## config.mk

```make
export PLATFORM = sky130hd
export DESIGN_NAME = utf8_to_utf16_validating_core
export DESIGN_NICKNAME = d
export VERILOG_FILES = /design/src/hw/rtl/u8u16_pkg.sv /design/src/hw/rtl/u8u16_front.sv /design/src/hw/rtl/u8u16_fifo.sv /design/src/hw/rtl/u8u16_back.sv /design/src/hw/rtl/utf8_to_utf16_validating_core.sv
export SDC_FILE = /design/constraint.sdc
export NUM_CORES = 1
export LEC_CHECK = 0
export BUFFER_PORTS_ARGS = -buffer_cell sky130_fd_sc_hd__buf_2
export CAP_MARGIN = 20
export CELL_PAD_IN_SITES_DETAIL_PLACEMENT = 0
export CELL_PAD_IN_SITES_GLOBAL_PLACEMENT = 1
export CORE_MARGIN = 1.5
export CORE_UTILIZATION = 40
export CTS_CLUSTER_DIAMETER = 80
export DETAILED_ROUTE_END_ITERATION = 16
export PLACE_DENSITY_LB_ADDON = 0.25
export SLEW_MARGIN = 20
export SYNTH_ARGS = -nofsm -noshare
export SYNTH_HDL_FRONTEND = slang
export SYNTH_SLANG_ARGS = --single-unit
```

## constraint.sdc

```tcl
create_clock -name clk -period 8.5 [get_ports clk]
set_input_delay 0 -clock clk [delete_from_list [all_inputs] [get_ports clk]]
set_output_delay 0 -clock clk [all_outputs]
set_load 0.02 [all_outputs]
```

## src/hw/rtl/u8u16_pkg.sv

```systemverilog
`default_nettype none
// ----------------------------------------------------------------------------
// u8u16_pkg: shared types and constants of the UTF-8 to UTF-16 core
// Holds the status codes, the queue command layout and the byte bounds
// that the validating front end compares against.
// ----------------------------------------------------------------------------
package u8u16_pkg;

    // Result status codes.
    localparam logic [1:0] ST_UNIT     = 2'd0;
    localparam logic [1:0] ST_OK       = 2'd1;
    localparam logic [1:0] ST_INVALID  = 2'd2;
    localparam logic [1:0] ST_CAPACITY = 2'd3;

    // Input item kinds.
    localparam logic KIND_DATA = 1'b0;
    localparam logic KIND_END  = 1'b1;

    // Queue command opcodes.
    localparam logic [1:0] CMD_UNIT = 2'd0;
    localparam logic [1:0] CMD_PAIR = 2'd1;
    localparam logic [1:0] CMD_END  = 2'd2;

    // Byte bounds for lead and second-byte checks.
    localparam logic [7:0] LEAD_2_MIN   = 8'hC2;
    localparam logic [7:0] LEAD_4_MAX   = 8'hF4;
    localparam logic [7:0] LEAD_E0      = 8'hE0;
    localparam logic [7:0] LEAD_ED      = 8'hED;
    localparam logic [7:0] LEAD_F0      = 8'hF0;
    localparam logic [7:0] LEAD_F4      = 8'hF4;
    localparam logic [7:0] E0_SECOND_LO = 8'hA0;
    localparam logic [7:0] ED_SECOND_HI = 8'h9F;
    localparam logic [7:0] F0_SECOND_LO = 8'h90;
    localparam logic [7:0] F4_SECOND_HI = 8'h8F;

    // Surrogate construction.
    localparam logic [20:0] SUPP_BASE  = 21'h10000;
    localparam logic [15:0] HIGH_SURR  = 16'hD800;
    localparam logic [15:0] LOW_SURR   = 16'hDC00;
    localparam int          SURR_BITS  = 10;

    // Command carried from the front end to the back end. For a single
    // unit, arg holds the unit in its low 16 bits; for a pair, arg holds
    // the code point minus 0x10000; for an end, arg holds the status.
    typedef struct packed {
        logic [1:0]  op;
        logic [19:0] arg;
    } u8u16_cmd_t;

endpackage : u8u16_pkg
`default_nettype wire

```

## src/hw/rtl/u8u16_front.sv

```systemverilog
`default_nettype none
// ----------------------------------------------------------------------------
// u8u16_front: UTF-8 decoder and validator
// Accepts one item per cycle while the command queue has room, tracks the
// character in progress, checks capacity and encoding rules, and pushes one
// command per item that produces output.
// ----------------------------------------------------------------------------
module u8u16_front (
    input  wire                    clk,
    input  wire                    rst_n,
    // Configuration
    input  wire                    cfg_wr_en,
    input  wire  [15:0]            cfg_wr_data,
    // Input channel
    input  wire                    in_valid,
    output logic                   in_ready,
    input  wire                    kind,
    input  wire  [7:0]             data_byte,
    // Command queue
    output logic                   cmd_valid,
    input  wire                    cmd_ready,
    output u8u16_pkg::u8u16_cmd_t  cmd
);
    import u8u16_pkg::*;

    logic [15:0] capacity_reg;
    logic [1:0]  pending_reg,  pending_next;
    logic [7:0]  lead_reg,     lead_next;
    logic [20:0] point_reg,    point_next;
    logic [15:0] units_reg,    units_next;
    logic [1:0]  failure_reg,  failure_next;

    logic        in_fire;
    logic [15:0] limit;
    logic [2:0]  total;
    logic        second;
    logic        cont_bad;
    logic [20:0] point_add;
    logic [20:0] point_sum;
    logic [20:0] supp_point;
    logic [16:0] units_plus2;
    logic [1:0]  pending_dec;

    assign in_ready = cmd_ready;
    assign in_fire  = in_valid & in_ready;

    // Usable units leave one slot for the terminator.
    assign limit = (capacity_reg == 16'd0) ? 16'd0 : capacity_reg - 16'd1;

    // Sequence length from the stored lead byte.
    always_comb
    begin
        if (lead_reg[7:5] == 3'b110)
            total = 3'd2;
        else if (lead_reg[7:4] == 4'b1110)
            total = 3'd3;
        else
            total = 3'd4;
    end

    assign second = ({1'b0, pending_reg} == total - 3'd1);

    // Continuation byte checks, including the restricted second-byte ranges.
    always_comb
    begin
        cont_bad = (data_byte[7:6] != 2'b10);
        if (second)
        begin
            if ((lead_reg == LEAD_E0) && (data_byte < E0_SECOND_LO))
                cont_bad = 1'b1;
            if ((lead_reg == LEAD_ED) && (data_byte > ED_SECOND_HI))
                cont_bad = 1'b1;
            if ((lead_reg == LEAD_F0) && (data_byte < F0_SECOND_LO))
                cont_bad = 1'b1;
            if ((lead_reg == LEAD_F4) && (data_byte > F4_SECOND_HI))
                cont_bad = 1'b1;
        end
    end

    // Place the six payload bits of a continuation byte.
    always_comb
    begin
        case (pending_reg)
            2'd1:    point_add = {15'd0, data_byte[5:0]};
            2'd2:    point_add = {9'd0, data_byte[5:0], 6'd0};
            2'd3:    point_add = {3'd0, data_byte[5:0], 12'd0};
            default: point_add = 21'd0;
        endcase
    end

    assign point_sum   = point_reg + point_add;
    assign supp_point  = point_sum - SUPP_BASE;
    assign units_plus2 = {1'b0, units_reg} + 17'd2;
    assign pending_dec = pending_reg - 2'd1;

    // Next state and command generation.
    always_comb
    begin
        pending_next = pending_reg;
        lead_next    = lead_reg;
        point_next   = point_reg;
        units_next   = units_reg;
        failure_next = failure_reg;
        cmd_valid    = 1'b0;
        cmd.op       = CMD_UNIT;
        cmd.arg      = 20'd0;

        if (in_fire)
        begin
            if (kind == KIND_END)
            begin
                cmd_valid = 1'b1;
                cmd.op    = CMD_END;
                if (failure_reg != ST_UNIT)
                    cmd.arg = {18'd0, failure_reg};
                else if (pending_reg != 2'd0)
                    cmd.arg = {18'd0, ST_INVALID};
                else
                    cmd.arg = {18'd0, ST_OK};
                pending_next = 2'd0;
                lead_next    = 8'd0;
                point_next   = 21'd0;
                units_next   = 16'd0;
                failure_next = ST_UNIT;
            end
            else if (failure_reg != ST_UNIT)
            begin
                // Bytes after a failure are dropped.
            end
            else if (pending_reg == 2'd0)
            begin
                if (units_reg >= limit)
                begin
                    failure_next = ST_CAPACITY;
                end
                else if (data_byte[7] == 1'b0)
                begin
                    units_next = units_reg + 16'd1;
                    cmd_valid  = 1'b1;
                    cmd.op     = CMD_UNIT;
                    cmd.arg    = {12'd0, data_byte};
                end
                else if (data_byte[7:5] == 3'b110)
                begin
                    if (data_byte < LEAD_2_MIN)
                        failure_next = ST_INVALID;
                    else
                    begin
                        point_next   = {10'd0, data_byte[4:0], 6'd0};
                        pending_next = 2'd1;
                        lead_next    = data_byte;
                    end
                end
                else if (data_byte[7:4] == 4'b1110)
                begin
                    point_next   = {5'd0, data_byte[3:0], 12'd0};
                    pending_next = 2'd2;
                    lead_next    = data_byte;
                end
                else if (data_byte[7:3] == 5'b11110)
                begin
                    if (data_byte > LEAD_4_MAX)
                        failure_next = ST_INVALID;
                    else
                    begin
                        point_next   = {data_byte[2:0], 18'd0};
                        pending_next = 2'd3;
                        lead_next    = data_byte;
                    end
                end
                else
                begin
                    failure_next = ST_INVALID;
                end
            end
            else
            begin
                if (cont_bad)
                begin
                    failure_next = ST_INVALID;
                    pending_next = 2'd0;
                end
                else
                begin
                    point_next   = point_sum;
                    pending_next = pending_dec;
                    if (pending_dec == 2'd0)
                    begin
                        if (total == 3'd4)
                        begin
                            if (units_plus2 > {1'b0, limit})
                            begin
                                failure_next = ST_CAPACITY;
                            end
                            else
                            begin
                                units_next = units_plus2[15:0];
                                cmd_valid  = 1'b1;
                                cmd.op     = CMD_PAIR;
                                cmd.arg    = supp_point[19:0];
                            end
                        end
                        else
                        begin
                            units_next = units_reg + 16'd1;
                            cmd_valid  = 1'b1;
                            cmd.op     = CMD_UNIT;
                            cmd.arg    = {4'd0, point_sum[15:0]};
                        end
                    end
                end
            end
        end
    end

    // State registers.
    always_ff @(posedge clk or negedge rst_n)
    begin
        if (!rst_n)
        begin
            capacity_reg <= 16'hFFFF;
            pending_reg  <= 2'd0;
            lead_reg     <= 8'd0;
            point_reg    <= 21'd0;
            units_reg    <= 16'd0;
            failure_reg  <= ST_UNIT;
        end
        else
        begin
            if (cfg_wr_en)
                capacity_reg <= cfg_wr_data;
            pending_reg <= pending_next;
            lead_reg    <= lead_next;
            point_reg   <= point_next;
            units_reg   <= units_next;
            failure_reg <= failure_next;
        end
    end

endmodule : u8u16_front
`default_nettype wire

```

## src/hw/rtl/u8u16_fifo.sv

```systemverilog
`default_nettype none
// ----------------------------------------------------------------------------
// u8u16_fifo: command queue between decoder and emitter
// Small register-based FIFO; push and pop may happen in the same cycle.
// ----------------------------------------------------------------------------
module u8u16_fifo #(
    parameter int DEPTH = 4
) (
    input  wire                    clk,
    input  wire                    rst_n,
    input  wire                    push_valid,
    output logic                   push_ready,
    input  u8u16_pkg::u8u16_cmd_t  push_cmd,
    output logic                   pop_valid,
    input  wire                    pop_ready,
    output u8u16_pkg::u8u16_cmd_t  pop_cmd
);
    import u8u16_pkg::*;

    localparam int PTR_W = (DEPTH > 1) ? $clog2(DEPTH) : 1;
    localparam int CNT_W = $clog2(DEPTH + 1);

    u8u16_cmd_t        slots_reg [DEPTH];
    logic [PTR_W-1:0]  wr_ptr_reg, wr_ptr_next;
    logic [PTR_W-1:0]  rd_ptr_reg, rd_ptr_next;
    logic [CNT_W-1:0]  count_reg,  count_next;
    logic              do_push;
    logic              do_pop;

    assign push_ready = (count_reg != CNT_W'(DEPTH));
    assign pop_valid  = (count_reg != '0);
    assign pop_cmd    = slots_reg[rd_ptr_reg];
    assign do_push    = push_valid & push_ready;
    assign do_pop     = pop_valid & pop_ready;

    // Pointer and occupancy update.
    always_comb
    begin
        wr_ptr_next = wr_ptr_reg;
        rd_ptr_next = rd_ptr_reg;
        count_next  = count_reg;
        if (do_push)
            wr_ptr_next = (wr_ptr_reg == PTR_W'(DEPTH - 1)) ? '0 : wr_ptr_reg + 1'b1;
        if (do_pop)
            rd_ptr_next = (rd_ptr_reg == PTR_W'(DEPTH - 1)) ? '0 : rd_ptr_reg + 1'b1;
        if (do_push && !do_pop)
            count_next = count_reg + 1'b1;
        else if (!do_push && do_pop)
            count_next = count_reg - 1'b1;
    end

    always_ff @(posedge clk or negedge rst_n)
    begin
        if (!rst_n)
        begin
            wr_ptr_reg <= '0;
            rd_ptr_reg <= '0;
            count_reg  <= '0;
        end
        else
        begin
            wr_ptr_reg <= wr_ptr_next;
            rd_ptr_reg <= rd_ptr_next;
            count_reg  <= count_next;
        end
    end

    // Entry storage.
    always_ff @(posedge clk)
    begin
        if (do_push)
            slots_reg[wr_ptr_reg] <= push_cmd;
    end

endmodule : u8u16_fifo
`default_nettype wire

```

## src/hw/rtl/u8u16_back.sv

```systemverilog
`default_nettype none
// ----------------------------------------------------------------------------
// u8u16_back: result emitter
// Pops commands and drives the registered output channel, splitting a
// supplementary code point into a high and a low surrogate on two items.
// ----------------------------------------------------------------------------
module u8u16_back (
    input  wire                    clk,
    input  wire                    rst_n,
    // Command queue
    input  wire                    cmd_valid,
    output logic                   cmd_ready,
    input  u8u16_pkg::u8u16_cmd_t  cmd,
    // Output channel
    output logic                   out_valid,
    input  wire                    out_ready,
    output logic [15:0]            unit_value,
    output logic [1:0]             status,
    output logic                   last
);
    import u8u16_pkg::*;

    logic        out_valid_reg, out_valid_next;
    logic [15:0] unit_reg,      unit_next;
    logic [1:0]  status_reg,    status_next;
    logic        last_reg,      last_next;
    logic        low_due_reg,   low_due_next;
    logic [9:0]  low_bits_reg,  low_bits_next;
    logic        load;

    // The output register can take a new item when empty or being drained.
    assign load      = !out_valid_reg || out_ready;
    assign cmd_ready = load && !low_due_reg;

    always_comb
    begin
        out_valid_next = out_valid_reg;
        unit_next      = unit_reg;
        status_next    = status_reg;
        last_next      = last_reg;
        low_due_next   = low_due_reg;
        low_bits_next  = low_bits_reg;

        if (load)
        begin
            if (low_due_reg)
            begin
                // Second half of a surrogate pair.
                out_valid_next = 1'b1;
                unit_next      = LOW_SURR | {6'd0, low_bits_reg};
                status_next    = ST_UNIT;
                last_next      = 1'b0;
                low_due_next   = 1'b0;
            end
            else if (cmd_valid)
            begin
                out_valid_next = 1'b1;
                unique case (cmd.op)
                    CMD_UNIT:
                    begin
                        unit_next   = cmd.arg[15:0];
                        status_next = ST_UNIT;
                        last_next   = 1'b0;
                    end
                    CMD_PAIR:
                    begin
                        unit_next     = HIGH_SURR | {6'd0, cmd.arg[19:SURR_BITS]};
                        status_next   = ST_UNIT;
                        last_next     = 1'b0;
                        low_due_next  = 1'b1;
                        low_bits_next = cmd.arg[SURR_BITS-1:0];
                    end
                    default:
                    begin
                        unit_next   = 16'd0;
                        status_next = cmd.arg[1:0];
                        last_next   = 1'b1;
                    end
                endcase
            end
            else
            begin
                out_valid_next = 1'b0;
            end
        end
    end

    always_ff @(posedge clk or negedge rst_n)
    begin
        if (!rst_n)
        begin
            out_valid_reg <= 1'b0;
            low_due_reg   <= 1'b0;
        end
        else
        begin
            out_valid_reg <= out_valid_next;
            low_due_reg   <= low_due_next;
        end
    end

    // Payload registers.
    always_ff @(posedge clk)
    begin
        unit_reg     <= unit_next;
        status_reg   <= status_next;
        last_reg     <= last_next;
        low_bits_reg <= low_bits_next;
    end

    assign out_valid  = out_valid_reg;
    assign unit_value = unit_reg;
    assign status     = status_reg;
    assign last       = last_reg;

endmodule : u8u16_back
`default_nettype wire

```

## src/hw/rtl/utf8_to_utf16_validating_core.sv

```systemverilog
`default_nettype none
// ----------------------------------------------------------------------------
// utf8_to_utf16_validating_core: validating UTF-8 to UTF-16 transcoder
// Decodes a byte stream, rejects malformed UTF-8, enforces an output
// capacity and reports a final status item per string.
// ----------------------------------------------------------------------------
//  Channel  Direction  Handshake              Payload
//  input    in         in_valid / in_ready    kind, data_byte
//  output   out        out_valid / out_ready  unit_value, status, last
//  config   in         cfg_wr_en              cfg_wr_data (capacity)
//
//  One input item is taken per cycle while the command queue has room.
//  An item that produces output passes through the command queue into the
//  output register; a surrogate pair leaves it as two items, high one first.
//  The queue of QUEUE_DEPTH commands lets the decoder keep taking bytes
//  while the output side is stalled. Reset clears all string state and
//  sets capacity to 65535; no clearing pass is needed.
// ----------------------------------------------------------------------------
module utf8_to_utf16_validating_core #(
    parameter int QUEUE_DEPTH = 4
) (
    input  wire         clk,
    input  wire         rst_n,
    input  wire         cfg_wr_en,
    input  wire  [15:0] cfg_wr_data,
    input  wire         in_valid,
    output logic        in_ready,
    input  wire         kind,
    input  wire  [7:0]  data_byte,
    output logic        out_valid,
    input  wire         out_ready,
    output logic [15:0] unit_value,
    output logic [1:0]  status,
    output logic        last
);
    import u8u16_pkg::*;

    u8u16_cmd_t front_cmd;
    u8u16_cmd_t back_cmd;
    logic       front_valid;
    logic       front_ready;
    logic       back_valid;
    logic       back_ready;

    // Decoder and validator.
    u8u16_front u_front (
        .clk         (clk),
        .rst_n       (rst_n),
        .cfg_wr_en   (cfg_wr_en),
        .cfg_wr_data (cfg_wr_data),
        .in_valid    (in_valid),
        .in_ready    (in_ready),
        .kind        (kind),
        .data_byte   (data_byte),
        .cmd_valid   (front_valid),
        .cmd_ready   (front_ready),
        .cmd         (front_cmd)
    );

    // Command queue.
    u8u16_fifo #(
        .DEPTH (QUEUE_DEPTH)
    ) u_fifo (
        .clk        (clk),
        .rst_n      (rst_n),
        .push_valid (front_valid),
        .push_ready (front_ready),
        .push_cmd   (front_cmd),
        .pop_valid  (back_valid),
        .pop_ready  (back_ready),
        .pop_cmd    (back_cmd)
    );

    // Result emitter.
    u8u16_back u_back (
        .clk        (clk),
        .rst_n      (rst_n),
        .cmd_valid  (back_valid),
        .cmd_ready  (back_ready),
        .cmd        (back_cmd),
        .out_valid  (out_valid),
        .out_ready  (out_ready),
        .unit_value (unit_value),
        .status     (status),
        .last       (last)
    );

endmodule : utf8_to_utf16_validating_core
`default_nettype wire
```

==> qor.yml <==
timing:
  period_needed_ns: 5.72
  finalClockSkew_ns: 0.0344
  setup-violations-final: 0
  finalSetupTns_ns: 0
  worst_pin_slew_ns: 1.01
  fmax_mhz: 175
  finalCritPeriodShare_pct: 67.2
  finalMaxSlewViolations: 0
  rsz0062_at_grt: "false"
  hold_violations: 0
  max_slew_margin_pct: 32.5
cts:
  insertion_delay_ns: 0.46
  ctsHoldBuffers: 24
  numCtsBuffers: 17
  postCtsResizedCells: 0
  clock_sinks: 190
  clk_pin_slew_ns: 0.10
  htree_levels: 4
  post-cts-setup-buffers: 0
  clock_path_buffers: 2
  cts_root_buf: "clkbuf_16"
  cts_tree: "built"
yosys:
  synth_mux_area_share_pct: 7.95
  synth-adder-area-share_pct: 7.83
  synthSimpleGateAreaFrac_pct: 13.8
  ys.flop_type: "edfxtp_1"
  syn_area_per_cell_um2: 11.4
  seq_area_frac_synth_pct: 50.7
  syn_inst: 929
  synthesis.nets: 1024
  yosysWarnings: 0
  netlist_area_um2: 10600
  synth_top_family_by_area: "simple AND/OR/NAND/NOR gates"
  synth-xor-area-share_pct: 3.81
  ys_seq_elements: 190
  yosysUniqueCellTypes: 67
  synth-edff-count: 117
  synth-compound-area-share_pct: 13.4
  async_flop_share_pct: 38.4
min_path:
  hold_class: "primary input to async pin"
die:
  die-area_um2: 27400
  die_h_um: 166
  fp-row-count: 59
  num_io_pins: 51
  initial_core_util_pct: 40.7
  die_w_um: 166
  fp.coreArea_um2: 26000
global_routing:
  grt_pass1_vias: 7202
  grt_pass1_wl_mm: 40.4
  grt_start_max_net_pins: 46
  grt-ovfl-total: 0
  antenna_found_initial: 0
  grt.total_usage_pct: 18.7
run:
  max_cap_violations: 0
power:
  cellPowerDensity_nw_per_um2: 286
  max-vdd-ir-drop_mv: 0.169
  total_power_mw: 3.45
  p_leak_nw: 4.90
placed_design:
  hpwl_mm: 17.5
  port-buffer-count: 50
  gp_congestion: 0.848
layout:
  drive_gt1_share_pct: 16.8
  largest_reg_flops: 88
  nNetsFinal: 1090
  fill_cells: 2434
  diodes: 0
  syn_to_final_growth_pct: 14.2
detailed_routing:
  antenna_left: 0
  drt_iter0_drc: 699
  avgViaCountPerCell: 5.49
  num_vias: 7374
  drt_wl_total_mm: 25.1
  first_pass_iters: 5
  post_drt_wl_per_cell_um: 18.7
  drc: 0
critical_path:
  r2r_end: "u_fifo.count_reg[1]"
  arrival_ns: 6.05
  worstPathMaxFanout: 17
  startpoint_type: "flip-flop"
  cp.required_ns: 8.84
  rr_worst_depth: 18
  worstSetupPathType: "flip-flop to flip-flop"
  r2r_slack_ns: 2.78
  end_kind: "flip-flop"
  r2r_start: "u_front.capacity_reg[5]"
outcome:
  status: "finished clean"
-- worst max-delay path: stages (launching register included) --
cell     delay, ns
dfstp_2       0.40
or4_1         0.61
nor4_1        0.70
nand2_1       0.18
or3_1         0.36
nor3_1        0.14
a21oi_1       0.08
ha_1          0.30
nand3_1       0.13
o21ai_0       0.26
a211o_1       0.14
o22ai_1       0.07
nor3_1        0.34
o21a_1        0.64
a21oi_4       0.22
ha_1          0.26
inv_1         0.07
fa_1          0.40
mux2_2        0.26
-- power by group --
group / internal [mW] / switching, mW / total, mW
Combinational: 0.489 / 0.764 / 1.25
Clock: 0.417 / 0.450 / 0.867
Sequential: 1.22 / 0.116 / 1.33
Total: 2.12 / 1.33 / 3.45
-- cell usage after synthesis (3+ instances only) --
cell | number | area share (%)
xnor2_1 | 33 | 2.7
o211ai_1 | 4 | 0.28
o2111ai_1 | 4 | 0.33
or3_1 | 10 | 0.59
mux2i_1 | 12 | 1.1
nand3_1 | 26 | 1.2
nor3_1 | 23 | 1.1
and2_1 | 24 | 1.4
nor2b_1 | 8 | 0.47
buf_1 | 3 | 0.11
dfrtp_1 | 57 | 13
a21oi_1 | 40 | 1.9
o31ai_1 | 10 | 0.71
or4_1 | 4 | 0.28
mux2_2 | 20 | 2.1
o21a_1 | 8 | 0.57
mux4_2 | 22 | 4.7
o22ai_1 | 3 | 0.18
xor2_1 | 13 | 1.1
a21boi_0 | 3 | 0.21
edfxtp_1 | 117 | 33
and4_1 | 4 | 0.33
and3_1 | 17 | 1.0
ha_1 | 63 | 7.5
o21bai_1 | 8 | 0.57
a22oi_1 | 10 | 0.71
clkbuf_1 | 32 | 1.1
a211oi_1 | 7 | 0.50
a31oi_1 | 5 | 0.30
o21ai_0 | 50 | 2.4
nand4_1 | 9 | 0.53
or2_2 | 8 | 0.47
nand2b_1 | 12 | 0.71
nor4_1 | 9 | 0.53
nand2_1 | 72 | 2.6
a221oi_1 | 3 | 0.25
a22o_1 | 10 | 0.83
inv_1 | 31 | 1.1
o221ai_1 | 4 | 0.33
nor2_1 | 63 | 2.2
a21o_1 | 21 | 1.5
dfstp_2 | 16 | 4.0
-- kinds of logic after synthesis --
| kind of cell | count (synthesis) |
|---|---|
| adders and majority gates | 65 |
| buffers and inverters | 70 |
| muxes | 54 |
| xor gates and xnor gates | 46 |
| AOI/OAI and AO/OA | 211 |
| DFF | 190 |
| and+or+nand+nor | 293 |
-- metal layers --
layer | part of all wire, % | global-route usage, % | vias to the layer above
met3 | 3.8 | 3.37 | 15
li1 | - | - | 3622
met4 | 0.93 | 5.09 | 0
met2 | 45 | 28.4 | 153
met5 | 0 | 0 | -
met1 | 51 | 27.5 | 3584
-- area by class of cell --
type / count / area (um2) / area share, %
clock buffer: 17 / 425 / 3.52
clock inverter: 15 / 221 / 1.83
inverter: 32 / 120 / 0.994
multi-input combinational: 669 / 4960 / 41.0
sequential: 190 / 5360 / 44.4
tap: 335 / 419 / 3.47
timing repair buffer: 85 / 576 / 4.76
-- per-stage QoR --
step                      hold WS, ns  std cells  worst slack, ns  instance area, um2  utilization [%]
after global routing           0.0127       1343             2.32               12100             46.5
after global placement        -0.0372       1287             2.75               11200             43.1
after detailed placement      -0.0286       1287             2.63               11200             43.1
after floorplan                -0.296        929             3.30               10600                -
final                         0.00459       1343             2.78               12100             46.5
after CTS                    0.000886       1343             2.57               12100             46.5
-- how the worst max path moves through the flow --
stage / start / endpoint / slack, ns
CTS: u_front.capacity_reg[5] / u_fifo.slots_reg[1][5] / 2.57
detailed placement: u_front.capacity_reg[5] / u_fifo.slots_reg[1][19] / 2.63
finish: u_front.capacity_reg[5] / u_fifo.count_reg[1] / 2.78
global placement: u_front.capacity_reg[5] / u_fifo.slots_reg[1][9] / 2.75
global route: u_front.capacity_reg[5] / u_fifo.count_reg[2] / 2.32
floorplan: u_front.capacity_reg[5] / u_fifo.count_reg[2] / 3.30
-- layout by cell type, fill, tap and decap left out, types with 10 or more instances in the layout --
master | netlist | routed
edfxtp_1 | 117 | 117
nand2_1 | 72 | 72
nor2_1 | 63 | 63
ha_1 | 63 | 63
dfrtp_1 | 57 | 57
o21ai_0 | 50 | 50
buf_2 | 2 | 49
a21oi_1 | 40 | 40
xnor2_1 | 33 | 33
inv_1 | 31 | 31
nand3_1 | 26 | 26
dlygate4sd3_1 | 0 | 24
nor3_1 | 23 | 23
mux4_2 | 22 | 22
a21o_1 | 21 | 21
and2_1 | 24 | 20
mux2_2 | 20 | 20
and3_1 | 17 | 17
clkbuf_16 | 0 | 17
dfstp_2 | 16 | 16
xor2_1 | 13 | 13
nand2b_1 | 12 | 12
mux2i_1 | 12 | 12
buf_4 | 0 | 12
or3_1 | 10 | 10
o31ai_1 | 10 | 10
a22oi_1 | 10 | 10
a22o_1 | 10 | 10
(Power assumes the default switching activity.)
